## src/hdl/bis_pkg.sv

```systemverilog
// package for the bilinear rgba image scaler
// shared constants, payload structs and states; no dependencies
package bis_pkg;

  localparam int MAX_SRC_WIDTH  = 1024;
  localparam int MAX_SRC_HEIGHT = 512;
  localparam int MAX_DST_WIDTH  = 1024;
  localparam int MAX_DST_HEIGHT = 512;
  localparam int FRAC_BITS      = 16;

  localparam int CFG_IDX_W = 2;
  localparam int CFG_DATA_W = 11;

  localparam logic [CFG_IDX_W-1:0] REG_SRC_W = 2'd0;
  localparam logic [CFG_IDX_W-1:0] REG_SRC_H = 2'd1;
  localparam logic [CFG_IDX_W-1:0] REG_DST_W = 2'd2;
  localparam logic [CFG_IDX_W-1:0] REG_DST_H = 2'd3;

  localparam logic CMD_LOAD = 1'b0;
  localparam logic CMD_EMIT = 1'b1;

  typedef struct packed {
    logic       command;
    logic [7:0] in_red;
    logic [7:0] in_green;
    logic [7:0] in_blue;
    logic [7:0] in_alpha;
  } in_item_t;

  typedef struct packed {
    logic [7:0] out_red;
    logic [7:0] out_green;
    logic [7:0] out_blue;
    logic [7:0] out_alpha;
    logic       last_pixel;
  } out_item_t;

  typedef enum logic [2:0] {
    ST_IDLE, ST_DIV, ST_ADDR, ST_READ, ST_WAIT, ST_HORZ, ST_BLEND
  } state_t;

endpackage

```

## src/hdl/bis_lane.sv

```systemverilog
// one channel lane: two-step bilinear blend with half-up rounding
// depends on bis_pkg
module bis_lane #(
  parameter int FB = bis_pkg::FRAC_BITS
) (
  input  logic          clk,
  input  logic [7:0]    p00,
  input  logic [7:0]    p10,
  input  logic [7:0]    p01,
  input  logic [7:0]    p11,
  input  logic [FB-1:0] fx,
  input  logic [FB-1:0] fy,
  output logic [7:0]    pix
);
  localparam logic [FB:0] ONE  = (FB+1)'(1) << FB;
  localparam logic [FB+8:0] HALF = (FB+9)'(1) << (FB-1);

  logic [7:0] top, bot;
  logic [FB+8:0] top_sum, bot_sum, v_sum;

  // horizontal pass, registered before the vertical pass
  assign top_sum = (FB+9)'(p00) * (FB+9)'(ONE - {1'b0, fx}) + (FB+9)'(p10) * (FB+9)'(fx)
                 + HALF;
  assign bot_sum = (FB+9)'(p01) * (FB+9)'(ONE - {1'b0, fx}) + (FB+9)'(p11) * (FB+9)'(fx)
                 + HALF;

  always_ff @(posedge clk) begin
    top <= top_sum[FB+7:FB];
    bot <= bot_sum[FB+7:FB];
  end

  assign v_sum = (FB+9)'(top) * (FB+9)'(ONE - {1'b0, fy}) + (FB+9)'(bot) * (FB+9)'(fy)
               + HALF;
  assign pix = v_sum[FB+7:FB];
endmodule

```

## config.mk

```make
export PLATFORM = sky130hd
export DESIGN_NAME = bis_lane
export DESIGN_NICKNAME = d
export VERILOG_FILES = /design/src/hdl/bis_pkg.sv /design/src/hdl/bis_lane.sv
export SDC_FILE = /design/constraint.sdc
export NUM_CORES = 2
export LEC_CHECK = 0
export BUFFER_PORTS_ARGS = -buffer_cell sky130_fd_sc_hd__buf_2
export CORE_MARGIN = 4
export CORE_UTILIZATION = 65
export DETAILED_ROUTE_END_ITERATION = 6
export PLACE_DENSITY = 0.88
export SLEW_MARGIN = 15
export SYNTH_ARGS = -nofsm -noshare
export SYNTH_HDL_FRONTEND = slang
export SYNTH_SLANG_ARGS = --single-unit
```

## constraint.sdc

```tcl
create_clock -name clk -period 17.09 [get_ports clk]
set_input_delay 2.5635 -clock clk [delete_from_list [all_inputs] [get_ports clk]]
set_output_delay 2.5635 -clock clk [all_outputs]
set_load 0.01 [all_outputs]
```

======== After elaboration in Yosys (flattened, before gate mapping) ========
Cells that the tools add are included.
cells by class
  add/sub/neg operators ................... 8
  $mul .................................... 6
operators with widths
  cell                                                 count
  adder 24 x 16 -> 24 bit (second input constant)      3
  adder 24 bit                                         3
  multiplier 8 x 16 -> 24 bit                          3
  multiplier 9 x 18 -> 24 bit                          2
  subtractor 17 x 16 -> 18 bit (first input constant)  2
  multiplier 8 x 25 -> 24 bit                          1
word-level totals
  register bits after elaboration ......... 16
  output and inout port bits .............. 8
  logic and storage cells ................. 16

======== Depth between registers and ports, before layout ========
  word-level depth ........................ 4
  depth in mapped cells ................... 30
  depth with buffers taken out ............ 29

======== Worst setup path before layout ========
No wires, ideal clock.
  path kind ............................... input port to output port
  from .................................... input port fy[7]
  to ...................................... output port pix[7]
  arrival time ............................ 9,551 ps
  data required time ...................... 14,526 ps
  setup slack ............................. 4,975 ps
  stages .................................. 27
  cells stage by stage .................... buf_6 > or4_4 > or3_1 > nand2b_4 > or2_4 > nor4_2 > xnor2_1 > and2_1 > fa_1 > inv_1 > fa_1 > inv_1 > fa_1 > fa_1 > fa_1 > inv_1 > fa_1 > inv_1 > ha_1 > a22o_1 > or4_1 > nor3_1 > o21ai_0 > nand2_1 > nor3_1 > a2111oi_0 > xnor2_1
on the way
  word-level cells in the longest chain between the ends .. 4
  elaborated cells on any way between the ends .. 5
  classes of those cells .................. add/sub (3); mul (2)
ends and longest elaborated chain
  what                          RTL line        RTL
  from (decl)                   bis_lane.sv:12  input logic [FB-1:0] fy,
  subtractor 17 x 16 -> 18 bit  bis_lane.sv:32  assign v_sum = (FB+9)'(top) * (FB+9)'(ONE - {1'b0, fy}) + (FB+9)'(bot) * (FB+9)'(fy)
  multiplier 9 x 18 -> 24 bit   bis_lane.sv:32
  adder 24 bit *                bis_lane.sv:32
  adder 24 x 16 -> 24 bit *     bis_lane.sv:33  + HALF;
  to (decl)                     bis_lane.sv:13  output logic [7:0] pix
Every way passes the cells marked *; elsewhere a longest branch is shown, timed or not.

======== Final worst setup path ========
Same ends and word-level chain as after synthesis.

==> impl_metrics.env <==
export IMPL_clock_sinks=16
export IMPL_ys_flop_type="dfxtp_1"
export IMPL_rows=73
export IMPL_synthTopCellsByArea="fa_1 (48%), and2_1 (13%), ha_1 (13%)"
export IMPL_netlist_top_cell_by_area="fa_1"
export IMPL_cts_tree="done"
export IMPL_hold_end="bot[7]"
export IMPL_ys_seq_area_share_pct=1.219
export IMPL_die_h_um=209.1
export IMPL_ys_types=53
export IMPL_grt_usage_pct=28.51
export IMPL_grt_pass1_wl_um=103100
export IMPL_avgSynthCellArea_um2=8.862
export IMPL_multi_input_area_um2=22180
export IMPL_area_growth_pct=3.010
export IMPL_synth_most_common_cell="inv_1"
export IMPL_yosys_warnings=0
export IMPL_drc=0
export IMPL_viasPerCell=5.479
export IMPL_final_setup_viol_count=0
export IMPL_n_fill_cell=3044
export IMPL_cts_hold_buffers=0
export IMPL_netlist_instances=2965
export IMPL_critPathCaptureType="output pin"
export IMPL_io_pins=73
export IMPL_die_w_um=209.1
export IMPL_place_congestion=0.9091
export IMPL_postCtsResizedCells=0
export IMPL_status="completed"
export IMPL_tightest_slew_ps=1029
export IMPL_antenna_found_initial=1
export IMPL_synth_nets=3937
export IMPL_numPortBuffers=72
export IMPL_grt_pass1_vias=22230
export IMPL_worstHoldPathCells=4
export IMPL_synth_top_family_by_area="adder cells"
export IMPL_worst_ep_required_time_ps=14530
export IMPL_overflow=0
export IMPL_hp_start="p01[7]"
export IMPL_vias=19010
export IMPL_first_pass_iters=5
export IMPL_critical_path_top_delay_family="adder cells"
export IMPL_synthArstFlopShare_pct=0
export IMPL_path_common_cell="fa_1"
export IMPL_yosys_area_share_simple_pct=18.51
export IMPL_place_hpwl_um=49460
export IMPL_core_area_um2=39820
export IMPL_synth_enable_flop_cells=0
export IMPL_synth_xor_area_share_pct=2.457
export IMPL_clk_pin_slew_ps=40
export IMPL_slowest_stage="or4_4"
export IMPL_cts_buffers=3
export IMPL_slowest_delay_ps=560
export IMPL_synth_mux_area_share_pct=0
export IMPL_drtAntennaViolNets=0
export IMPL_synth_compound_area_share_pct=2.043
export IMPL_min_period_over_period_pct=76.52
export IMPL_cp_start_kind="primary input"
export IMPL_syn_area_um2=26280
export IMPL_finalWirelength_um=59080
export IMPL_worst_path_buf_inv=5
export IMPL_ys_top_cells_by_count="inv_1 (894), fa_1 (636), and2_1 (553)"
export IMPL_final_max_slew_viol_count=0
export IMPL_ys_ff_latch=16
export IMPL_arrival_ps=10510
export IMPL_synth_top_area_share_pct=48.46
export IMPL_critPathMaxFanout=10
export IMPL_drv_cap=0
export IMPL_grt_max_degree=34
export IMPL_grt_setup_unrepaired="no"
export IMPL_synthAdderAreaFrac_pct=61.36
export IMPL_hold_violations=0
export IMPL_slew_limit_headroom_pct=30.93
export IMPL_dieArea_um2=43700
export IMPL_h_tree_depth=1
export IMPL_start_util_pct=65.98
export IMPL_hp_class="in -> reg"
export IMPL_crit_type="in -> out"
export IMPL_drive_gt1_share_pct=3.432
export IMPL_seq_area_um2=320.3
export IMPL_tns_ps=0
export IMPL_clk_path_buf_depth=2
export IMPL_clockRootBuffer="clkbuf_16"
export IMPL_nNetsFinal=3916
export IMPL_post_cts_repair_setup_buffers=0
export IMPL_fmax_mhz=76.47
export IMPL_period_minus_slack_ps=13080
export IMPL_drt_initial_drc_count=1284
export IMPL_wire_per_inst_um=17.03
[flip-flops by register name (all words and copies together) (netlist names)]
signal / cells
bot: 8
top: 8
[worst max path at each step]
stage | start | to | slack, ps | cells after the start
final | fy[7] | pix[7] | 4010 | 26
after global routing | fy[7] | pix[7] | 3540 | 26
after CTS | fy[7] | pix[7] | 4100 | 26
after detailed placement | fy[7] | pix[7] | 4110 | 26
after global placement | fy[7] | pix[7] | 4330 | 26
after floorplan | fy[7] | pix[7] | 4980 | 27
[layout make-up]
type,instances,area share [%]
Tap cell,525,2.427
Sequential cell,16,1.183
Multi-Input combinational cell,1943,81.93
Timing Repair Buffer,86,1.720
Inverter,894,12.40
Clock buffer,4,0.3282
Antenna cell,1,0.009246
[stage by stage]
step | hold slack (ps) | cells | setup WS (ps) | util (%) | cell area, um^2
finish | 2960 | 3469 | 4013 | 67.97 | 27070
global route | 2991 | 3469 | 3544 | 67.97 | 27070
CTS | 2955 | 3468 | 4098 | 67.94 | 27060
detailed placement | 3213 | 3464 | 4106 | 67.72 | 26970
global placement | 3194 | 3464 | 4327 | 67.72 | 26970
floorplan | 2849 | 2965 | 4975 | - | 26280
[cells in the final DEF, fill, tap and decap left out, types with 2 or more instances in the layout]
cell,n
inv_1,894
fa_1,636
and2_1,553
ha_1,271
nand2_1,252
buf_2,72
xnor2_1,46
a21oi_1,28
xor2_1,23
nor2_1,22
dfxtp_1,16
buf_4,14
o21ai_0,13
nor3_1,12
a21o_1,12
nand4_1,6
nor4_1,5
nand2b_1,4
o211ai_1,4
a2111oi_0,4
o21bai_1,4
o21a_1,4
or4_1,3
and3_1,3
nand3_1,3
a211o_1,3
nor2b_1,3
clkbuf_16,3
or3_1,2
nor4_2,2
a21boi_0,2
xnor2_2,2
[logic make-up (layout without fill, tap and decap cells)]
kind of cell / count (synthesis) / after routing
buffers and inverters: 1006 / 984
AOI/OAI and AO/OA: 83 / 83
other: 0 / 1
xor gates and xnor gates: 72 / 72
DFF: 16 / 16
adders and majority gates: 907 / 907
and+or+nand+nor: 881 / 881
[per-layer routing]
layer  GRT usage [%]  vias to the layer above  wire, um
li1                -                     8326         -
met1           36.07                     9657     21980
met2           50.88                      808     30370
met3           3.003                      215      4044
met4           10.73                        0      2692
met5               0                        -         0
Power is left out: the tool's default activity adds up to more than one toggle a clock period on the data nets, which glitch-free logic cannot reach.
