`config.mk`:
```
export PLATFORM = sky130hd
export DESIGN_NAME = bis_div
export DESIGN_NICKNAME = d
export VERILOG_FILES = /design/src/hdl/bis_div.sv
export SDC_FILE = /design/constraint.sdc
export NUM_CORES = 1
export LEC_CHECK = 0
export BUFFER_PORTS_ARGS = -buffer_cell sky130_fd_sc_hd__buf_2
export CAP_MARGIN = 20
export CORE_MARGIN = 4
export CORE_UTILIZATION = 45
export CTS_BUF_LIST = sky130_fd_sc_hd__clkbuf_16
export DETAILED_ROUTE_END_ITERATION = 8
export GPL_TIMING_DRIVEN = 0
export PLACE_DENSITY = 0.69
export SYNTH_ARGS = -nofsm -noshare
export SYNTH_HDL_FRONTEND = slang
export SYNTH_SLANG_ARGS = --single-unit
```
`constraint.sdc`:
```
create_clock -name clk -period 2.55 [get_ports clk]
set_input_delay 0.1275 -clock clk [delete_from_list [all_inputs] [get_ports clk]]
set_output_delay 0.1275 -clock clk [all_outputs]
set_load 0.03 [all_outputs]
```
`src/hdl/bis_div.sv`:
```
// restoring divider for the corner-aligned source position
// no dependencies
module bis_div #(
  parameter int NW = 32,
  parameter int DW = 13
) (
  input  logic          clk,
  input  logic          rst,
  input  logic          go,
  input  logic [NW-1:0] num,
  input  logic [DW-1:0] den,
  output logic [NW-1:0] quo,
  output logic          done
);
  localparam int CW = $clog2(NW+1);
  logic [NW-1:0] q;
  logic [DW:0]   rem;
  logic [DW:0]   trial;
  logic [CW-1:0] cnt;
  logic          run;
  logic [DW-1:0] d;

  assign trial = {rem[DW-1:0], q[NW-1]};
  assign quo = q;

  always_ff @(posedge clk) begin
    if (rst) begin
      run  <= 1'b0;
      done <= 1'b0;
      cnt  <= '0;
    end else begin
      done <= 1'b0;
      if (go) begin
        run <= 1'b1;
        cnt <= CW'(NW);
      end else if (run) begin
        cnt <= cnt - 1'b1;
        if (cnt == CW'(1)) begin
          run  <= 1'b0;
          done <= 1'b1;
        end
      end
    end
  end

  always_ff @(posedge clk) begin
    if (go) begin
      q   <= num;
      rem <= '0;
      d   <= den;
    end else if (run) begin
      if (trial >= {1'b0, d}) begin
        rem <= trial - {1'b0, d};
        q   <= {q[NW-2:0], 1'b1};
      end else begin
        rem <= trial;
        q   <= {q[NW-2:0], 1'b0};
      end
    end
  end
endmodule

```
=== Word level (Yosys, flattened, before mapping) ===
Index checks and enable logic that the tools add are counted.

* $add $sub $neg: 2
* $lt $le $gt $ge: 1
* Eq/ne operators: 1
* Muxes and demuxes: 10
* Bitwise operators: 1
* Reduce and logical (&&, ||, !) cells: 3

{| class="wikitable"
|+ Operator list
! kind !! number
|-
| 32-bit two-way mux || 2
|-
| 14-bit by 13-bit >= comparator with 1-bit output || 1
|-
| 13-bit two-way mux || 1
|-
| 13-bit subtractor || 1
|-
| 6-bit two-way mux || 2
|-
| 6-bit by 1-bit equality test with 1-bit output (second input constant) || 1
|-
| 6-bit by 1-bit subtractor with 6-bit output (second input constant) || 1
|-
| 1-bit two-way mux || 5
|-
| 3-bit OR reduction || 1
|-
| 2-bit nonzero test || 1
|-
| 2-bit OR reduction || 1
|-
| 1-bit inverter || 1
|}

* Bits in registers: 66
* Bits of input ports: 48
* Output and inout bits: 33
* Word-level logic and storage cells: 25

=== Logic depth before layout (Yosys ltp) ===
Gate-level depths: netlist of the first run.

* Depth after elaboration: 4
* Gate-level depth with buffers: 11
* Mapped depth without buffers: 10

=== Worst setup path before layout of the first run ===
No wires, ideal clock.

* Kind: register to register
* Start point: reg q[31], in the netlist quo[31]
* End point: reg q[0], in the netlist quo[0] (data pin)
* Library setup time: 0.272 ns
* Arrival time: 2.227 ns
* Data required time: 2.278 ns
* Path slack: 0.051 ns
* Cell stages (with the launch flop): 12
* Path buffers: 1
* Clock period less this slack: 2.499 ns
* Path through: edfxtp_1 -> inv_1 -> ha_1 -> inv_1 -> fa_1 -> a21oi_1 -> nor2_1 -> a211oi_4 -> a21oi_2 -> buf_4 -> nor3_1 -> a21oi_1

* Cells in the longest elaborated chain, start to end: 4

{| class="wikitable"
|+ Ends and longest elaborated chain
! item !! RTL line !! text
|-
| start: declaration || 16 || <nowiki>logic [NW-1:0] q;</nowiki>
|-
| start signal: assignment || 48 || <nowiki>q <= num;</nowiki>
|-
| start signal: assignment || 54 || <nowiki>q <= {q[NW-2:0], 1'b1};</nowiki>
|-
| start signal: assignment || 57 || <nowiki>q <= {q[NW-2:0], 1'b0};</nowiki>
|-
| 14-bit by 13-bit >= comparator with 1-bit output || 52 || <nowiki>if (trial >= {1'b0, d}) begin</nowiki>
|-
| 1-bit two-way mux || 52 ||
|-
| 32-bit two-way mux || 51 || <nowiki>end else if (run) begin</nowiki>
|-
| 32-bit two-way mux || 47 || <nowiki>if (go) begin</nowiki>
|}

No other way between the ends. The select of a mux whose other input is x is not followed.
A chain may end at the register's enable or synchronous reset.

=== Worst setup path after layout of the first run ===
Ends and elaborated chain as after synthesis.

==> run summary, run 1 <==
Outcome: complete, no violations
Post-DP HPWL: 5.72 mm
Max-Cap Viols: 0
Initial antenna violation count: 0
CTS Root Cell: clkbuf_16
Max Slew Vio Count: 0
Post-synth EDFFs: 45
Worst slack at placement: -0.195 ns
Nets: 483
Number of CTS-inserted buffers: 9
WP data arrival: 2.48 ns
Die Width: 96.2 um
Port bufs: 80
Total gr overflow: 0
Via density: 5.26
CP max stage delay: 0.38 ns
Synth Net Count: 376
CTS tree: yes
Hold endpoint: quo[17]
Setup Skew: 0.00982 ns
Finished Layout Cells: 523
Number of fill cells in the layout: 601
Worst slew pin tran: 0.719 ns
Initial Utilization: 0.472
Clock Tree Buf Depth: 2
Final WS setup: 0.120 ns
CP Class: flip-flop to flip-flop
Clk_lat worst skew: 0.33 ns
P&R area growth vs syn: 29.0%
Worst r2r path cells: 11
CP max FO: 10
Netlist Area Pre-Place: 3500 um^2
Vias: 2753
Num ports: 81
Post-Synthesis Cells: 312
DP Area: 4050 um^2
Worst hold path class: input pin to flip-flop
Tot GR Track Use: 0.182
Nature of the critical path startpoint: flip-flop
Initial DRC count: 192
Slew Limit Headroom: 0.520
Worst path top cell family by delay: compound AO/OA/AOI/OAI gates
Wirelength per Cell: 15.6 um
Vias in the first global route: 2763
Die footprint: 9250 um^2
Final GP Congestion: 0.877
Reg-to-reg endpoint: quo[0]
Synth Area per Inst: 11.2 um^2
Initial DRT Pass Iterations: 4
Min cycle time layout: 2.43 ns
Reg clk slew, reported paths: 0.06 ns
Slowest-stage cell, CP: edfxtp_1
Detail Route Antenna Nets: 0
Peak VDD IR: 416 uV
Buf+Inv Stages, Crit Path: 3
Crit. End Element: flip-flop
Maximum clock rate: 411 MHz
CP Cell Sequence: inv_1 -> ha_1 -> inv_1 -> fa_2 -> a21oi_2 -> nor2_1 -> a211oi_4 -> a21oi_2 -> buf_4 -> nor3_2 -> a21oi_1
PD cells: 696 nW/um^2
Yosys Warn Count: 0
WHS Path Cells: 2
First-pass GRT wire length: 12.9 mm
Most frequent cells in the layout: 81 x buf_2, 45 x edfxtp_1, 31 x mux2_2
Synth async-reset ratio: 0
Count of different cell masters after synthesis: 58
Final Instance Area: 4510 um^2
Final hold viol count: 0
Antenna cells: 0
Final setup fails: 0
Seq/Total Area, Yosys: 0.506
Die Y: 96.2 um
Residual DRC: 0
Worst hold start: num[17]
Largest net degree at the start of global routing: 18
H-Tree Depth: 3
Final worst path period share: 0.953
Core area: 7410 um^2
Worst reg2reg startpoint: quo[31]
Leakage: 1.90 nW
Sink Count: 66
Most common cell after layout, fill and taps aside: buf_2
Ys flop type: edfxtp_1
Synthesized flop and latch total: 66
Row cnt: 31
Share of cells above drive strength 1: 0.351
Dpl cells: 492
Total wire length: 8.16 mm
R2R Setup Slk: 0.12 ns
Critical path required time: 2.60 ns
sequential cells by signal, summed over array words and instances (netlist names):
signal and flops:
done 1, run 1, cnt 6, quo 32
rem 13, d 13
cell families (layout without fill, tap and decap cells):
logic type      after synthesis  count (layout)  share of synthesized area
mux                          32              32                      0.103
buf+inv                      40             152                     0.0522
flops                        66              66                      0.506
xor+xnor                     11              11                     0.0275
fa+ha+maj                    16              16                     0.0594
simple gates                 83              83                      0.117
compound gates               64              64                      0.134
Yosys cell counts, types with 2 or more instances:
master | instances | share of area
mux2_2 | 31 | 0.10
and2_1 | 5 | 0.0089
nand2b_1 | 2 | 0.0036
nand2_2 | 2 | 0.0036
a211oi_1 | 3 | 0.0064
nand2_1 | 14 | 0.015
buf_1 | 3 | 0.0032
a21o_1 | 5 | 0.011
o31ai_1 | 5 | 0.011
clkbuf_1 | 6 | 0.0064
xor2_1 | 5 | 0.013
ha_1 | 15 | 0.054
o21ai_0 | 11 | 0.016
a311oi_1 | 5 | 0.013
nand3_1 | 8 | 0.011
nand4_1 | 3 | 0.0054
a31oi_1 | 3 | 0.0054
nand3b_1 | 2 | 0.0043
nor3_1 | 9 | 0.013
dfxtp_1 | 21 | 0.12
or3_1 | 3 | 0.0054
inv_1 | 24 | 0.026
edfxtp_1 | 45 | 0.39
a21oi_1 | 11 | 0.016
xnor2_1 | 6 | 0.015
and3_1 | 2 | 0.0036
o21ai_1 | 2 | 0.0029
o2111ai_1 | 4 | 0.010
buf_4 | 2 | 0.0043
nor2_1 | 26 | 0.028
o21a_1 | 2 | 0.0043
power breakdown:
group / internal, mW / switching, mW / total [mW]
Sequential: 1.25 / 0.0453 / 1.29
Clock: 0.765 / 0.491 / 1.26
Combinational: 0.244 / 0.348 / 0.591
Total: 2.26 / 0.884 / 3.14
cell type report:
type                            instances  area, um^2  share of cell area
Sequential cell                        66        1770               0.393
Multi-Input combinational cell        206        1560               0.345
Timing Repair Buffer                   96         576               0.128
Clock buffer                            9         225              0.0499
Tap cell                               99         124              0.0274
Buffer                                 16        92.6              0.0205
Inverter                               24        90.1              0.0200
Clock inverter                          7        78.8              0.0175
worst max-delay path by stage:
| stage | endpoint | slack [ns] | cells after the start | startpoint |
|---|---|---|---|---|
| after CTS | quo[0] | 0.04 | 11 | quo[31] |
| after floorplan | quo[0] | 0.05 | 11 | quo[31] |
| final | quo[0] | 0.12 | 11 | quo[31] |
| after global placement | rem[9] | -0.17 | 10 | quo[31] |
| after detailed placement | rem[7] | -0.19 | 10 | quo[31] |
| after global routing | quo[0] | -0.007 | 11 | quo[31] |
per-layer routing:
layer,wire [um],global-route usage,part of all wire
met5,0,0,0
met4,150,0.0652,0.018
met3,434,0.0469,0.053
met2,4100,0.288,0.50
met1,3470,0.241,0.43
repair_timing:
item | CTS | global route
setup buffers | 1 | 0
hold buffers | 14 | 0
resized for setup | 1 | 3
endpoints found under the setup margin | 7 | 5
pin swaps | 1 | 1
endpoints found under the hold margin | 15 | 0
stage by stage:
step / hold WS (ns) / util / total power [mW] / setup TNS [ns]
detailed placement: 0.306 / 0.547 / 1.88 / -0.775
global placement: 0.303 / 0.543 / 1.86 / -0.652
floorplan: 0.200 / - / 1.71 / 0
finish: 0.101 / 0.609 / 3.14 / 0
global route: 0.0968 / 0.609 / 3.28 / -0.00685
CTS: 0.0916 / 0.608 / 3.16 / 0
No activity file was read; power rests on OpenSTA's default activity.
==> run 2: changes to the inputs <==
- CORE_ASPECT_RATIO: not set -> 0.75
- CORE_MARGIN: 4 -> 2
==> run summary, run 2 (synthesized netlist as in run 1, its figures left out) <==
Outcome: complete, no violations
Sink Count: 66
Worst hold path class: input pin to flip-flop
Reg clk slew, reported paths: 0.05 ns
Final setup fails: 0
Via density: 5.25
Total wire length: 7.96 mm
Pwr Total: 3.12 mW
Largest register FFs: 32
Final GP Congestion: 0.839
Die footprint: 8500 um^2
Worst slack at placement: -0.141 ns
Most frequent cells in the layout: 81 x buf_2, 45 x edfxtp_1, 31 x mux2_2
Crit. End Element: flip-flop
CTS tree: yes
Die Y: 80.4 um
H-Tree Depth: 3
Initial Utilization: 0.471
Antenna cells: 0
CTS Root Cell: clkbuf_16
Vias in the first global route: 2552
Worst slew pin tran: 0.647 ns
Post-DP HPWL: 5.66 mm
Initial DRC count: 156
Final worst path period share: 0.947
Detail Route Antenna Nets: 0
P&R area growth vs syn: 29.4%
Share of cells above drive strength 1: 0.348
Final setup TNS: 0 ns
Core area: 7430 um^2
Clock Tree Buf Depth: 2
WHS Path Cells: 2
Max-Cap Viols: 0
Largest net degree at the start of global routing: 22
Vias: 2762
Most common cell after layout, fill and taps aside: buf_2
Initial DRT Pass Iterations: 4
Critical path required time: 2.61 ns
Die Width: 106 um
Initial antenna violation count: 0
Setup Skew: 0.00680 ns
Maximum clock rate: 414 MHz
Residual DRC: 0
Worst hold slack: 0.0984 ns
Port bufs: 80
Row cnt: 27
WP data arrival: 2.47 ns
Total gr overflow: 0
Worst r2r path cells: 11
Max Slew Vio Count: 0
Number of CTS-inserted buffers: 9
Slew Limit Headroom: 0.567
Leakage: 1.92 nW
Peak VDD IR: 429 uV
Wirelength per Cell: 15.1 um
Tot GR Track Use: 0.192
PD cells: 690 nW/um^2
Nets: 484
Final WS setup: 0.136 ns
Nature of the critical path startpoint: flip-flop
CP max FO: 10
First-pass GRT wire length: 12.5 mm
Final hold viol count: 0
Min cycle time layout: 2.41 ns
Clk_lat worst skew: 0.33 ns
CP Class: flip-flop to flip-flop
Num ports: 81
==> run 2: cell types whose count changed in the layout (fill, tap and decap cells not counted), sizes merged <==
cell and change:
clkinv -1, buf +1, clkbuf +1, inv +2
clkinvlp -2
==> run 2: layer usage <==
metal	GRT usage	up-vias	wire, um
met5	0	-	0
met4	0.0632	0	93
met3	0.0617	11	599
met2	0.288	107	3550
met1	0.264	1268	3720
li1	-	1376	-
==> run 2: final timing paths <==
kind / from / end / slack (ns)
hold / removal: num[14] / quo[14] / 0.1
setup / recovery: quo[31] / quo[0] / 0.14
hold reg to reg: rem[8] / rem[8] / 0.50
setup reg to reg: quo[31] / quo[0] / 0.14
==> run 2: repair_timing <==
action / 4_1_cts / 5_1_grt
hold buffers: 14 / 0
gates resized for setup: 1 / 6
pin swaps: 1 / 2
endpoints found under the hold margin: 15 / 0
buffers inserted: 1 / 1
setup endpoints to repair: 7 / 11
gates cloned: 0 / 0
==> run 2: final cells by class <==
cell class,count,area [um^2]
buffer,16,92.6
clock buffer,10,250
clock inverter,6,50.0
fill,643,2910
inverter,24,90.1
multi-input combinational,206,1560
sequential,66,1770
tap,101,126
timing repair buffer,97,583
==> run 2: stage by stage <==
| stage | std cells | utilization | instance area [um^2] |
|---|---|---|---|
| after floorplan | 312 | - | 3500 |
| after global placement | 493 | 0.542 | 4030 |
| after detailed placement | 494 | 0.545 | 4050 |
| after CTS | 525 | 0.606 | 4500 |
| after global routing | 526 | 0.609 | 4530 |
| final | 526 | 0.609 | 4530 |
==> run 2: report_power, final <==
group          switching (mW)  internal, mW
combinational           0.351         0.247
sequential             0.0445          1.25
clock                   0.431         0.799
==> run 2: critical path, stage by stage, from the launching register on <==
cell      delay, ns
edfxtp_1       0.40
inv_2          0.09
ha_1           0.18
inv_1          0.06
fa_2           0.37
a21oi_2        0.15
nor2_1         0.08
a211oi_4       0.29
a21oi_2        0.11
buf_4          0.19
nor3_2         0.16
a21oi_1        0.05
==> run 3: changes to the inputs <==
- SLEW_MARGIN: not set -> 20
- clock period: 2.55 -> 2.3 ns (I/O delays scaled with it)
==> run summary, run 3 (synthesized netlist as in run 1, its figures left out) <==
Multi-input logic area: 1640 um^2
Register area: 1770 um^2
Die Width: 106 um
Hold endpoint: quo[15]
Nature of the critical path startpoint: flip-flop
Antenna cells: 0
First-pass GRT wire length: 12.9 mm
CTS tree: yes
Tot GR Track Use: 0.197
Initial Utilization: 0.471
WHS Path Cells: 2
CP max FO: 5
Largest register FFs: 32
Initial DRT Pass Iterations: 4
Most frequent cells in the layout: 80 x buf_2, 45 x edfxtp_1, 31 x mux2_2
Clock Tree Buf Depth: 2
Final setup TNS: -0.0610 ns
Nets: 489
Final GP Congestion: 0.819
Share of cells above drive strength 1: 0.402
Reg clk slew, reported paths: 0.06 ns
Setup Skew: 0.00647 ns
Worst hold path class: input pin to flip-flop
WP data arrival: 2.49 ns
Peak VDD IR: 520 uV
Final setup fails: 3
Crit. End Element: flip-flop
Row cnt: 27
Vias in the first global route: 2638
Worst hold start: num[15]
Sink Count: 66
Worst reg2reg startpoint: quo[31]
Die footprint: 8500 um^2
Slew Limit Headroom: 0.546
Final Instance Area: 4690 um^2
Clk_lat worst skew: 0.33 ns
Total gr overflow: 0
Final Util: 0.631
Detail Route Antenna Nets: 0
Num ports: 81
CTS Root Cell: clkbuf_16
Worst Setup SP: quo[31]
Via density: 5.36
Initial antenna violation count: 0
PD cells: 778 nW/um^2
Final hold viol count: 0
Failing checks: negative setup slack
Maximum clock rate: 430 MHz
Final WS setup: -0.0240 ns
RSZ-0062 raised after global routing: true
Most common cell after layout, fill and taps aside: buf_2
Max Slew Vio Count: 0
Die Y: 80.4 um
Critical path required time: 2.47 ns
Worst r2r path cells: 11
Worst slew pin tran: 0.678 ns
Reg-to-reg endpoint: rem[3]
Wirelength per Cell: 15.7 um
H-Tree Depth: 3
DP Area: 4050 um^2
Leakage: 1.96 nW
Number of fill cells in the layout: 597
Largest net degree at the start of global routing: 33
Vias: 2847
Post-DP HPWL: 5.77 mm
P&R area growth vs syn: 34.0%
Final worst path period share: 1.01
Number of CTS-inserted buffers: 9
Total wire length: 8.31 mm
Core area: 7430 um^2
Max-Cap Viols: 0
CP Class: flip-flop to flip-flop
Min cycle time layout: 2.32 ns
R2R Setup Slk: -0.02 ns
Outcome: finished, violations left
Initial DRC count: 125
Residual DRC: 0
Port bufs: 80
==> run 3: how the worst max path moves through the flow <==
stage	endpoint	slack [ns]	depth (start not counted)
6_report	rem[3]	-0.02	11
5_1_grt	rem[10]	-0.11	12
4_1_cts	rem[1]	-0.07	11
3_5_place_dp	rem[9]	-0.12	10
3_3_place_gp	rem[3]	-0.10	11
2_1_floorplan	rem[4]	-0.03	11
==> run 3: area by class of cell <==
class	count	share of cell area
buffer	16	0.0211
clock buffer	10	0.0534
clock inverter	6	0.0190
inverter	24	0.0192
multi-input combinational	206	0.351
sequential	66	0.378
tap	101	0.0270
timing repair buffer	102	0.132
==> run 3: report_power, final <==
group	total [mW]	internal, mW	switching, mW
Combinational	0.686	0.282	0.404
Clock	1.52	1.02	0.505
Sequential	1.44	1.39	0.0516
Total	3.64	2.68	0.961
==> run 3: stage by stage <==
stage          power [mW]  worst slack, ns  instances  hold slack, ns
2_1_floorplan        1.90          -0.0254        312           0.187
3_3_place_gp         2.07           -0.104        493           0.292
3_5_place_dp         2.09           -0.124        493           0.294
4_1_cts              3.66          -0.0712        529          0.0773
5_1_grt              3.80           -0.106        531          0.0782
6_report             3.64          -0.0240        531          0.0843
==> run 3: what timing repair did <==
item	in CTS	in global routing
hold buffers	14	0
gates resized for setup	11	14
pin swaps	6	6
cloned	1	0
buffers inserted	5	2
endpoints found under the hold margin	15	0
setup endpoints to repair	14	14
==> run 3: worst max-delay path, cell delays in order (launching register included) <==
cell and delay (ns):
edfxtp_1 0.39, inv_2 0.10, ha_4 0.14, inv_2 0.03, fa_2 0.37, a21oi_2 0.17, nor2_2 0.06, a211oi_4 0.27
a21oi_2 0.16, buf_6 0.16, o21ai_1 0.18, a311oi_2 0.12
==> run 3: per-layer routing <==
metal / part of all wire / global-route usage
met5: 0 / 0
met4: 0.013 / 0.0632
met3: 0.059 / 0.0511
met2: 0.47 / 0.307
met1: 0.46 / 0.271
